===== src/sv/psf_pkg.sv =====
package psf_pkg;

   localparam int PSF_FRAC_BITS = 16;
   localparam int POS_W = 32;
   localparam int DIFF_W = 33;
   localparam int SUM_W = 66;
   localparam int SQ_W = 68;
   localparam int ROOT_W = 34;
   localparam int CFG_W = 31;
   localparam int QUEUE_DEPTH = 8;
   localparam int FRONT_STAGES = 3;

   localparam logic CSR_STIFFNESS = 1'b0;
   localparam logic CSR_REST_LEN = 1'b1;

   // One classified item on its way from the front end to the back end.
   typedef struct packed {
      logic [2:0][DIFF_W-1:0] d;
      logic [SUM_W-1:0] sum;
      logic zero;
   } psf_entry_type;

endpackage


===== src/sv/psf_queue.sv =====
module psf_queue (
   input  logic clock,
   input  logic reset,
   input  logic push,
   input  psf_pkg::psf_entry_type push_data,
   output logic almost_full,
   output logic overflow,
   output logic pop_valid,
   output psf_pkg::psf_entry_type pop_data
);
   import psf_pkg::*;

   localparam int PTR_W = $clog2(QUEUE_DEPTH);
   localparam int CNT_W = $clog2(QUEUE_DEPTH + 1);

   psf_entry_type mem [QUEUE_DEPTH];
   psf_entry_type out_ff;
   logic [PTR_W-1:0] wr_ff, rd_ff;
   logic [CNT_W-1:0] cnt_ff, cnt_in;
   logic out_valid_ff;
   logic pop;

   assign pop = (cnt_ff != '0);

   always_comb begin
      cnt_in = cnt_ff;
      if (push && !pop) cnt_in = cnt_ff + 1'b1;
      else if (pop && !push) cnt_in = cnt_ff - 1'b1;
   end

   always_ff @(posedge clock) begin
      if (reset) begin
         wr_ff <= '0;
         rd_ff <= '0;
         cnt_ff <= '0;
         out_valid_ff <= 1'b0;
      end else begin
         if (push) wr_ff <= wr_ff + 1'b1;
         if (pop) rd_ff <= rd_ff + 1'b1;
         cnt_ff <= cnt_in;
         out_valid_ff <= pop;
      end
      if (push) mem[wr_ff] <= push_data;
      if (pop) out_ff <= mem[rd_ff];
   end

   // Leave room for the items still inside the front end.
   assign almost_full = (cnt_ff > CNT_W'(QUEUE_DEPTH - FRONT_STAGES - 1));
   assign overflow = push && (cnt_ff == CNT_W'(QUEUE_DEPTH)) && !pop;
   assign pop_valid = out_valid_ff;
   assign pop_data = out_ff;

endmodule


===== config.mk =====
export PLATFORM = sky130hd
export DESIGN_NAME = psf_queue
export DESIGN_NICKNAME = d
export VERILOG_FILES = /design/src/sv/psf_pkg.sv /design/src/sv/psf_queue.sv
export SDC_FILE = /design/constraint.sdc
export NUM_CORES = 1
export LEC_CHECK = 0
export BUFFER_PORTS_ARGS = -buffer_cell sky130_fd_sc_hd__buf_2
export CAP_MARGIN = 5
export CORE_MARGIN = 1
export CORE_UTILIZATION = 40
export DETAILED_ROUTE_END_ITERATION = 12
export GPL_TIMING_DRIVEN = 0
export SLEW_MARGIN = 20
export SYNTH_ARGS = -nofsm -noshare
export SYNTH_HDL_FRONTEND = slang
export SYNTH_SLANG_ARGS = --single-unit

===== constraint.sdc =====
create_clock -name clock -period 13.85 [get_ports clock]
set_clock_uncertainty 0.05 [all_clocks]
set_input_delay 0.6925 -clock clock [delete_from_list [all_inputs] [get_ports clock]]
set_output_delay 0.6925 -clock clock [all_outputs]
set_load 0.01 [all_outputs]

### After elaboration in Yosys (flattened, before gate mapping)

Memory sizes are Yosys's and may differ from the RTL's. A register that Yosys moved wholly into a read port is not among the register bits.
Index checks and enable logic that the tools add are counted.

| storage, ports and cells | value |
|---|---|
| register bits after elaboration | 11 |
| bits in writable memories | 1328 |
| input bits | 169 |
| output and inout port bits | 169 |
| logic and storage cells | 23 |
| memories | 1 |

Memory list:

| memory | words | width | rd ports | clocked after Yosys merged registers in | wr ports | line | text |
|---|---|---|---|---|---|---|---|
| mem | 8 | 166 | 1 | 1 | 1 | psf_queue.sv:16 | `psf_entry_type mem [QUEUE_DEPTH];` |

| operators by class | value |
|---|---|
| add/sub/neg operators | 4 |
| $lt $le $gt $ge | 1 |
| eq/ne operators | 1 |
| muxes and demuxes | 4 |
| reduce and logical (&&, ||, !) cells | 8 |

Operators with widths:

| kind | count |
|---|---|
| 2-to-1 mux 4 bit | 2 |
| adder 3 x 1 -> 3 bit, second input constant | 2 |
| adder 4 x 1 -> 4 bit, second input constant | 1 |
| == test 4 bit, second input constant | 1 |
| > comparator 4 x 3 -> 1 bit, second input constant | 1 |
| logical AND 1 bit | 4 |
| nonzero test 4 bit | 1 |
| subtractor 4 x 1 -> 4 bit, second input constant | 1 |
| logical NOT 1 bit | 2 |
| 2-to-1 mux 1 bit | 2 |
| nonzero test 2 bit | 1 |

### Logic depth before layout (Yosys ltp)

Gate-level depths: netlist of the first run.

| logic depth | value |
|---|---|
| depth after elaboration | 4 |
| gate-level depth with buffers | 9 |
| depth with buffers taken out | 8 |

### Worst setup path after synthesis of the first run

No wires, ideal clock.

| timing path | value |
|---|---|
| path type | input-to-reg |
| start point | input port push |
| end point | memory mem[0][0] (netlist name) (enable) |
| setup time | 0.895 ns |
| data arrival time | 11.973 ns |
| setup slack | 0.932 ns |
| stages on the path | 2 |
| cell sequence | nand2b_1 nor3_1 |

| between the ends | value |
|---|---|
| cells in the longest elaborated chain, start to end | 2 |

RTL lines:

| what | line | text |
|---|---|---|
| start: declaration | psf_queue.sv:4 | `input logic push,` |
| 2-to-1 mux 1 bit | psf_queue.sv:43 | `if (push) mem[wr_ff] <= push_data;` |
| 2-to-1 mux 1 bit (implied by the code) | psf_queue.sv:43 |  |
| end: declaration | psf_queue.sv:16 |  |

Every way passes these cells.

==> results.py, run 1 <==
metrics = {
    "setup_path": {
        "cpLargestDelayFamily": "buffers and inverters",
        "cp_common_cell": "buf_2",
        "critPathMaxFanout": 10,
        "worst-path-buf-inv": 3,
        "ff2ff_path_depth": 5,
        "r2r-start": "rd_ff[1]$_SDFFE_PP0P_",
        "cp_slowest_cell": "buf_1",
        "cp_cell_sequence": "buf_2 > buf_2 > buf_1 > mux4_2 > mux2_2",
        "crit_start": "rd_ff[1]$_SDFFE_PP0P_",
        "required_ps": 14330,
        "cp_num_cells": 5,
        "r2r-end": "pop_data[119]$_DFFE_PP_",
        "cp.arrival_ps": 3690,
        "r2r_setup_slack_ps": 10640,
        "end_kind": "flip-flop",
        "path_class": "flip-flop to flip-flop",
        "critPathLaunchType": "flip-flop",
        "critPathMaxStageDelay_ps": 700,
    },
    "logic_synthesis": {
        "synthCells": 2159,
        "yosys_warnings": 0,
        "ys_seq_elements": 1505,
        "ys_types": 27,
        "synth_top_area_frac": 0.810,
        "synth.net_count": 2333,
        "avgSynthCellArea_um2": 25.7,
        "yosys.area.top_type": "edfxtp_1",
        "synthFlopType": "edfxtp_1",
        "yosys-top-cells-count": "edfxtp_1, mux4_2, mux2_2, buf_6, clkbuf_1",
        "synthesis.area_mm2": 0.0554,
        "async_flop_share": 0,
        "synth.most_common_cell": "edfxtp_1",
        "synth-edff-count": 1494,
        "synth_area_leaders": "edfxtp_1, mux4_2, mux2_2",
        "synth-seq-area-share": 0.814,
    },
    "clock_tree": {
        "clkLatencyLatePin_ps": 790,
        "cts_setup_buffers": 0,
        "clk_pin_slew_worst_paths_ps": 60,
        "htree_num_levels": 4,
        "clockBufferDepth": 3,
        "cts_made_buffers": 154,
        "cts-root-buf": "clkbuf_16",
        "cts_tree": "yes",
        "cts_num_sinks": 1505,
        "ctsResizeCount": 0,
        "hold_buffers": 0,
    },
    "final_layout": {
        "stdcell_count": 4705,
        "fin_nets": 2948,
        "design_area_mm2": 0.0663,
        "area_growth_pct": 19.7,
        "drive_gt1_frac": 0.421,
        "fin_util": 0.482,
        "fill_cells": 10937,
    },
    "die": {
        "rows": 136,
        "io_pins": 338,
        "die_x_um": 374,
        "die_area_mm2": 0.140,
        "die_y_um": 374,
        "core_mm2": 0.137,
        "initial_core_util": 0.403,
    },
    "detailed_routing": {
        "route.detailed.drc": 0,
        "vias": 24569,
        "firstDrtPassIters": 5,
        "routed_wl_mm": 125,
        "vias_per_cell": 5.22,
        "wire_per_inst_um": 26.5,
        "ant_nets": 0,
        "drt_iter0_drc": 1859,
    },
    "timing": {
        "finalHoldViolations": 0,
        "max_freq_mhz": 312,
        "drv_slew": 0,
        "finalCritPeriodShare": 0.232,
        "worst_slew_pin_slew_ps": 968,
        "period_minus_slack_ps": 3210,
        "slew_headroom": 0.355,
        "rsz0062_at_grt": "no",
        "setup_violations": 0,
        "worst_slack_ps": 10640,
        "hold_slack_ps": 121,
    },
    "global_route": {
        "antenna_found_initial": 41,
        "grt-ovfl-total": 0,
        "grt_max_degree": 71,
        "first_global_vias": 26540,
        "grt_pass1_wl_mm": 181,
        "grt.total_usage": 0.180,
    },
    "min_path": {
        "hp-start": "push_data[121]",
        "holdCritPathClass": "input port to flip-flop",
        "hold_end": "mem[6][121]$_DFFE_PP_",
        "hold_depth": 1,
    },
    "place": {
        "dp.cells": 4412,
        "dpl-instance-area_mm2": 0.0614,
        "gp_congestion": 0.720,
        "hpwl_mm": 80.7,
        "io_buffers": 336,
        "dp_slack_ps": 10080,
    },
    "power_and_ir_drop": {
        "peakVddDrop_v": 0.000153,
        "power.density_mw_per_mm2": 187,
        "leakage_nw": 21.3,
    },
    "job": {
        "maxCapViolCount": 0,
    },
    "run_status": {
        "run_status": "finished, final reports clean",
    },
}
-- per-layer routing --
metal	share of wire	global-route usage
met1	0.40	0.228
met2	0.50	0.301
met3	0.069	0.0501
met4	0.023	0.0553
met5	0.0016	0
-- worst max path at each step --
stage,end,slack [ps]
CTS,pop_data[113]$_DFFE_PP_,10610
global placement,mem[0][110]$_DFFE_PP_,-13400
detailed placement,mem[4][118]$_DFFE_PP_,10080
floorplan,mem[0][0]$_DFFE_PP_,930
finish,pop_data[119]$_DFFE_PP_,10640
global route,mem[4][116]$_DFFE_PP_,10530
-- layout make-up --
type                    instances  area [µm²]  area share
flip-flops and latches       1505       45100       0.680
well taps                    1794        2240      0.0339
multi-input cells             555        9750       0.147
clock inverters                76         739      0.0112
plain buffers                  97         612     0.00923
clock buffers                 199        4120      0.0621
diodes                         18        45.0    0.000680
repair buffers                459        3680      0.0555
inverters                       2        15.0    0.000227
-- power by group --
part	leakage (nW)	switching (mW)	internal (mW)	total (mW)
combinational	5.17	1.45	1.28	2.72
sequential	13.8	0.151	5.55	5.70
clock	2.34	1.69	2.29	3.99
-- registers in the layout, indices dropped and copies added, names as in the netlist --
| name | count |
|---|---|
| cnt_ff | 4 |
| mem | 1328 |
| pop_data | 166 |
| pop_valid | 1 |
| rd_ff | 3 |
| wr_ff | 3 |
-- logic make-up (layout without fill, tap and decap cells) --
group,count (synthesis),after routing,synth area share
other cells,1,19,0.0000677
compound gates,8,8,0.000836
buf+inv,99,833,0.0111
mux,500,500,0.169
fa+ha+maj,5,5,0.00113
simple gates,35,35,0.00287
xor+xnor,6,6,0.000949
flops,1505,1505,0.814
-- layout by cell type, fill, tap and decap left out, drive strengths merged, types with 3 or more instances in the layout --
master | Yosys | final
bufinv | 0 | 10
inv | 2 | 9
clkinv | 0 | 52
mux2 | 167 | 167
clkbuf | 29 | 228
mux4 | 332 | 332
nor3 | 4 | 4
nand2 | 6 | 6
nand2b | 4 | 4
edfxtp | 1494 | 1494
buf | 68 | 527
nor2 | 18 | 18
dfxtp | 11 | 11
a21oi | 4 | 4
xor2 | 3 | 3
xnor2 | 3 | 3
diode | 0 | 18
clkinvlp | 0 | 7
ha | 5 | 5
-- stage by stage --
| step | power (mW) | TNS, ps |
|---|---|---|
| 2_1_floorplan | 7.55 | 0 |
| 3_3_place_gp | 8.66 | -7735170 |
| 3_5_place_dp | 8.59 | 0 |
| 4_1_cts | 12.6 | 0 |
| 5_1_grt | 12.9 | 0 |
| 6_report | 12.4 | 0 |
No activity file was read; power rests on OpenSTA's default activity.
==> run 2: changes to the inputs <==
Clock period 13.85 ns to 2.9 ns, I/O delays scaled along.
==> results.py, run 2 (same netlist as run 1, synthesis figures left out) <==
metrics = {
    "final_layout": {
        "area_growth_pct": 23.1,
        "multi_input_area_mm2": 0.00980,
        "drive_gt1_frac": 0.403,
        "largest_reg_flops": 1328,
        "regMostFlops": "mem",
        "design_area_mm2": 0.0682,
        "fill_cells": 10847,
        "seqCellArea_mm2": 0.0451,
        "final_common_cell": "edfxtp_1",
        "fin_nets": 3097,
        "layout_common_cells": "edfxtp_1, buf_2, mux4_2",
    },
    "place": {
        "dpl-instance-area_mm2": 0.0615,
        "hpwl_mm": 81.3,
        "dp_slack_ps": -226,
        "gp_congestion": 0.740,
        "io_buffers": 336,
    },
    "clock_tree": {
        "cts-root-buf": "clkbuf_16",
        "clockBufferDepth": 3,
        "cts_tree": "yes",
        "htree_num_levels": 4,
        "cts_made_buffers": 156,
        "cts_num_sinks": 1505,
        "cts_setup_buffers": 0,
        "clkLatencyLatePin_ps": 790,
        "clk_pin_slew_worst_paths_ps": 60,
    },
    "timing": {
        "drv_slew": 0,
        "slew_headroom": 0.282,
        "max_freq_mhz": 356,
        "finalCritPeriodShare": 0.970,
        "finalHoldViolations": 0,
        "rsz0062_at_grt": "yes",
        "worst_slew_pin_slew_ps": 1080,
        "worst_slack_ps": 87.1,
        "period_minus_slack_ps": 2810,
        "fin_setup_tns_ps": 0,
        "setup_violations": 0,
    },
    "power_and_ir_drop": {
        "power.density_mw_per_mm2": 877,
        "leakage_nw": 22.1,
        "peakVddDrop_v": 0.000703,
    },
    "setup_path": {
        "end_kind": "flip-flop",
        "cp_slowest_cell": "clkbuf_1",
        "r2r-end": "pop_data[161]$_DFFE_PP_",
        "cp_cell_sequence": "buf_2 > buf_4 > clkbuf_1 > mux4_2 > mux2_2",
        "required_ps": 3380,
        "crit_end": "pop_data[161]$_DFFE_PP_",
        "path_class": "flip-flop to flip-flop",
        "crit_start": "rd_ff[1]$_SDFFE_PP0P_",
        "critPathMaxStageDelay_ps": 670,
        "critPathMaxFanout": 10,
        "ff2ff_path_depth": 5,
        "r2r_setup_slack_ps": 90,
        "critPathLaunchType": "flip-flop",
        "cp.arrival_ps": 3290,
        "r2r-start": "rd_ff[1]$_SDFFE_PP0P_",
    },
    "detailed_routing": {
        "ant_nets": 0,
        "firstDrtPassIters": 5,
        "vias_per_cell": 5.20,
        "route.detailed.drc": 0,
        "wire_per_inst_um": 26.3,
        "routed_wl_mm": 128,
        "vias": 25240,
        "drt_iter0_drc": 1977,
    },
    "global_route": {
        "grt_pass1_wl_mm": 187,
        "grt-ovfl-total": 0,
        "grt.total_usage": 0.185,
        "grt_max_degree": 57,
        "antenna_found_initial": 18,
        "first_global_vias": 27665,
    },
    "die": {
        "core_mm2": 0.137,
        "die_area_mm2": 0.140,
        "rows": 136,
        "initial_core_util": 0.403,
        "die_y_um": 374,
        "io_pins": 338,
        "die_x_um": 374,
    },
    "min_path": {
        "holdCritPathClass": "input port to flip-flop",
    },
    "run_status": {
        "run_status": "finished, final reports clean",
    },
    "job": {
        "maxCapViolCount": 0,
    },
}
run 2: cell count changes in the layout (fill, tap and decap cells not counted), sizes merged:
cell,change
dlygate4sd3,+168
buf,-29
clkinv,+22
inv,-1
clkinvlp,-3
bufinv,-1
diode,-10
clkdlybuf4s15,+1
clkbuf,+3
run 2: layout make-up:
cell class,count,share of cell area
antenna,8,0.000294
clock buffer,195,0.0607
inverter,2,0.000220
tap,1794,0.0329
clock inverter,93,0.0116
multi-input combinational,555,0.144
timing repair buffer,606,0.0797
buffer,97,0.00927
sequential,1505,0.662
run 2: metrics by stage:
step           std cells  power [mW]   util  hold slack, ps
6_report            4855        59.8  0.496             104
5_1_grt             4854        62.1  0.496            83.1
4_1_cts             4847        60.7  0.496            30.3
3_5_place_dp        4391        41.2  0.447             362
3_3_place_gp        4289        34.4  0.432             348
2_1_floorplan       2159        36.1      -             194
run 2: critical path: cells and delay by family (launching register included):
kind	cells	cell delay, ps
mux	2	720
flops	1	330
buf+inv	3	1450
run 2: report_power, final:
part / switching [mW] / internal, mW
Combinational: 7.01 / 6.34
Sequential: 0.737 / 26.5
Clock: 8.21 / 11.0
Total: 16.0 / 43.8
run 2: worst min-delay path by stage:
stage                     cells past startpoint  slack (ps)                    end            from
after detailed placement                      1         360   mem[6][17]$_DFFE_PP_   push_data[17]
after global placement                        1         350  mem[1][129]$_DFFE_PP_  push_data[129]
after floorplan                               0         190    mem[0][0]$_DFFE_PP_    push_data[0]
after CTS                                     2          30  mem[2][116]$_DFFE_PP_  push_data[116]
after global routing                          2          80  mem[2][116]$_DFFE_PP_  push_data[116]
final                                         2         100  mem[3][116]$_DFFE_PP_  push_data[116]
run 2: metal layers:
layer / global-route usage / wire length (µm) / vias up
li1: - / - / 10850
met5: 0 / 80 / -
met3: 0.0410 / 6890 / 210
met4: 0.0561 / 3070 / 12
met2: 0.304 / 63300 / 664
met1: 0.247 / 54500 / 13504
run 2: what timing repair did:
action,4_1_cts,5_1_grt
hold buffers,168,0
endpoints found under the hold margin,1393,0
pin swaps,0,1
resized for setup,5,10
endpoints found under the setup margin,101,33
==> run 3: changes to the inputs <==
Settings changed: CORE_UTILIZATION 40 to 49, PLACE_DENSITY from default to 0.69.
==> results.py, run 3 (same netlist as run 1, synthesis figures left out) <==
metrics = {
    "setup_path": {
        "critPathLaunchType": "flip-flop",
        "cp.arrival_ps": 3270,
        "required_ps": 3350,
        "path_class": "flip-flop to flip-flop",
        "critPathMaxFanout": 10,
        "end_kind": "flip-flop",
        "cpLargestDelayFamily": "buffers and inverters",
        "cp_cell_sequence": "buf_2 > buf_2 > buf_1 > mux4_2 > mux2_2",
        "cp_slowest_cell": "buf_1",
        "critPathMaxStageDelay_ps": 630,
        "cp_common_cell": "buf_2",
        "worst-path-buf-inv": 3,
    },
    "run_status": {
        "run_status": "finished, final reports clean",
    },
    "place": {
        "io_buffers": 336,
        "dp_slack_ps": -117,
        "dpl-instance-area_mm2": 0.0610,
        "dp.cells": 4080,
        "hpwl_mm": 76.3,
        "gp_congestion": 0.743,
    },
    "timing": {
        "max_freq_mhz": 355,
        "worst_slew_pin_slew_ps": 1090,
        "fin_setup_tns_ps": 0,
        "slew_headroom": 0.275,
        "finalHoldViolations": 0,
        "period_minus_slack_ps": 2820,
        "setup_violations": 0,
        "worst_slack_ps": 81.3,
        "drv_slew": 0,
        "finalCritPeriodShare": 0.972,
    },
    "global_route": {
        "grt.total_usage": 0.218,
        "first_global_vias": 27482,
        "antenna_found_initial": 15,
        "grt_max_degree": 62,
        "grt_pass1_wl_mm": 181,
        "grt-ovfl-total": 0,
    },
    "clock_tree": {
        "clk_pin_slew_worst_paths_ps": 60,
        "htree_num_levels": 4,
        "cts_made_buffers": 151,
        "clockBufferDepth": 3,
        "cts_tree": "yes",
        "clkLatencyLatePin_ps": 750,
        "cts_setup_buffers": 0,
        "cts_num_sinks": 1505,
        "cts-root-buf": "clkbuf_16",
    },
    "detailed_routing": {
        "routed_wl_mm": 123,
        "ant_nets": 0,
        "firstDrtPassIters": 5,
        "wire_per_inst_um": 27.2,
        "drt_iter0_drc": 2327,
        "vias": 25542,
        "route.detailed.drc": 0,
        "vias_per_cell": 5.65,
    },
    "power_and_ir_drop": {
        "power.density_mw_per_mm2": 878,
        "leakage_nw": 22.0,
        "peakVddDrop_v": 0.000854,
    },
    "job": {
        "maxCapViolCount": 0,
    },
    "die": {
        "die_area_mm2": 0.114,
        "die_x_um": 338,
        "rows": 122,
        "core_mm2": 0.111,
        "io_pins": 338,
        "die_y_um": 338,
        "initial_core_util": 0.497,
    },
    "final_layout": {
        "regMostFlops": "mem",
        "layout_common_cells": "edfxtp_1, buf_2, mux4_2",
        "area_growth_pct": 21.9,
        "final_common_cell": "edfxtp_1",
        "design_area_mm2": 0.0675,
        "drive_gt1_frac": 0.403,
        "stdcell_count": 4523,
        "fin_nets": 3087,
        "largest_reg_flops": 1328,
    },
    "min_path": {
        "holdCritPathClass": "input port to flip-flop",
    },
}
==> run 3: what timing repair did <==
item,4_1_cts,5_1_grt
pin swaps,0,1
setup endpoints to repair,102,63
hold endpoints to repair,1380,0
hold buffers,168,0
gates resized for setup,13,9
==> run 3: area by class of cell <==
class	instances	area [µm²]
well taps	1488	1860
plain buffers	97	638
repair buffers	601	5320
multi-input cells	555	9800
clock buffers	186	3950
fillers	7600	43900
diodes	6	15.0
clock inverters	83	832
flip-flops and latches	1505	45100
inverters	2	15.0
==> run 3: metal layers <==
layer	global-route usage	part of all wire	up-vias
li1	-	-	10809
met1	0.299	0.41	13579
met2	0.357	0.50	937
met3	0.0447	0.070	197
met4	0.0613	0.022	20
met5	0	0.0010	-
==> run 3: metrics by stage <==
| step | hold slack (ps) | total power, mW | util |
|---|---|---|---|
| global route | 142 | 61.4 | 0.606 |
| CTS | 96.7 | 59.9 | 0.606 |
| floorplan | 194 | 36.1 | - |
| detailed placement | 362 | 40.8 | 0.548 |
| finish | 147 | 59.3 | 0.606 |
| global placement | 346 | 34.7 | 0.530 |
==> run 3: worst paths after layout <==
| check | startpoint | end | cells after the start | slack (ps) |
|---|---|---|---|---|
| setup / recovery | rd_ff[1]$_SDFFE_PP0P_ | pop_data[128]$_DFFE_PP_ | 5 | 80 |
| hold / removal | push_data[74] | mem[0][74]$_DFFE_PP_ | 2 | 150 |
| hold reg to reg | wr_ff[2]$_SDFFE_PP0P_ | wr_ff[2]$_SDFFE_PP0P_ | 2 | 530 |
| setup reg to reg | rd_ff[1]$_SDFFE_PP0P_ | pop_data[128]$_DFFE_PP_ | 5 | 80 |
==> run 3: worst reg2reg max path, cell delays in order (launching register included) <==
cell	delay, ps
dfxtp_1	340
buf_2	340
buf_2	520
buf_1	640
mux4_2	410
mux2_2	280
==> run 3: report_power, final <==
part           switching, mW  internal (mW)  total, mW  leakage (nW)
clock                   7.91           10.9       18.8          2.32
sequential             0.750           26.5       27.3          13.8
combinational           6.91           6.26       13.2          5.87
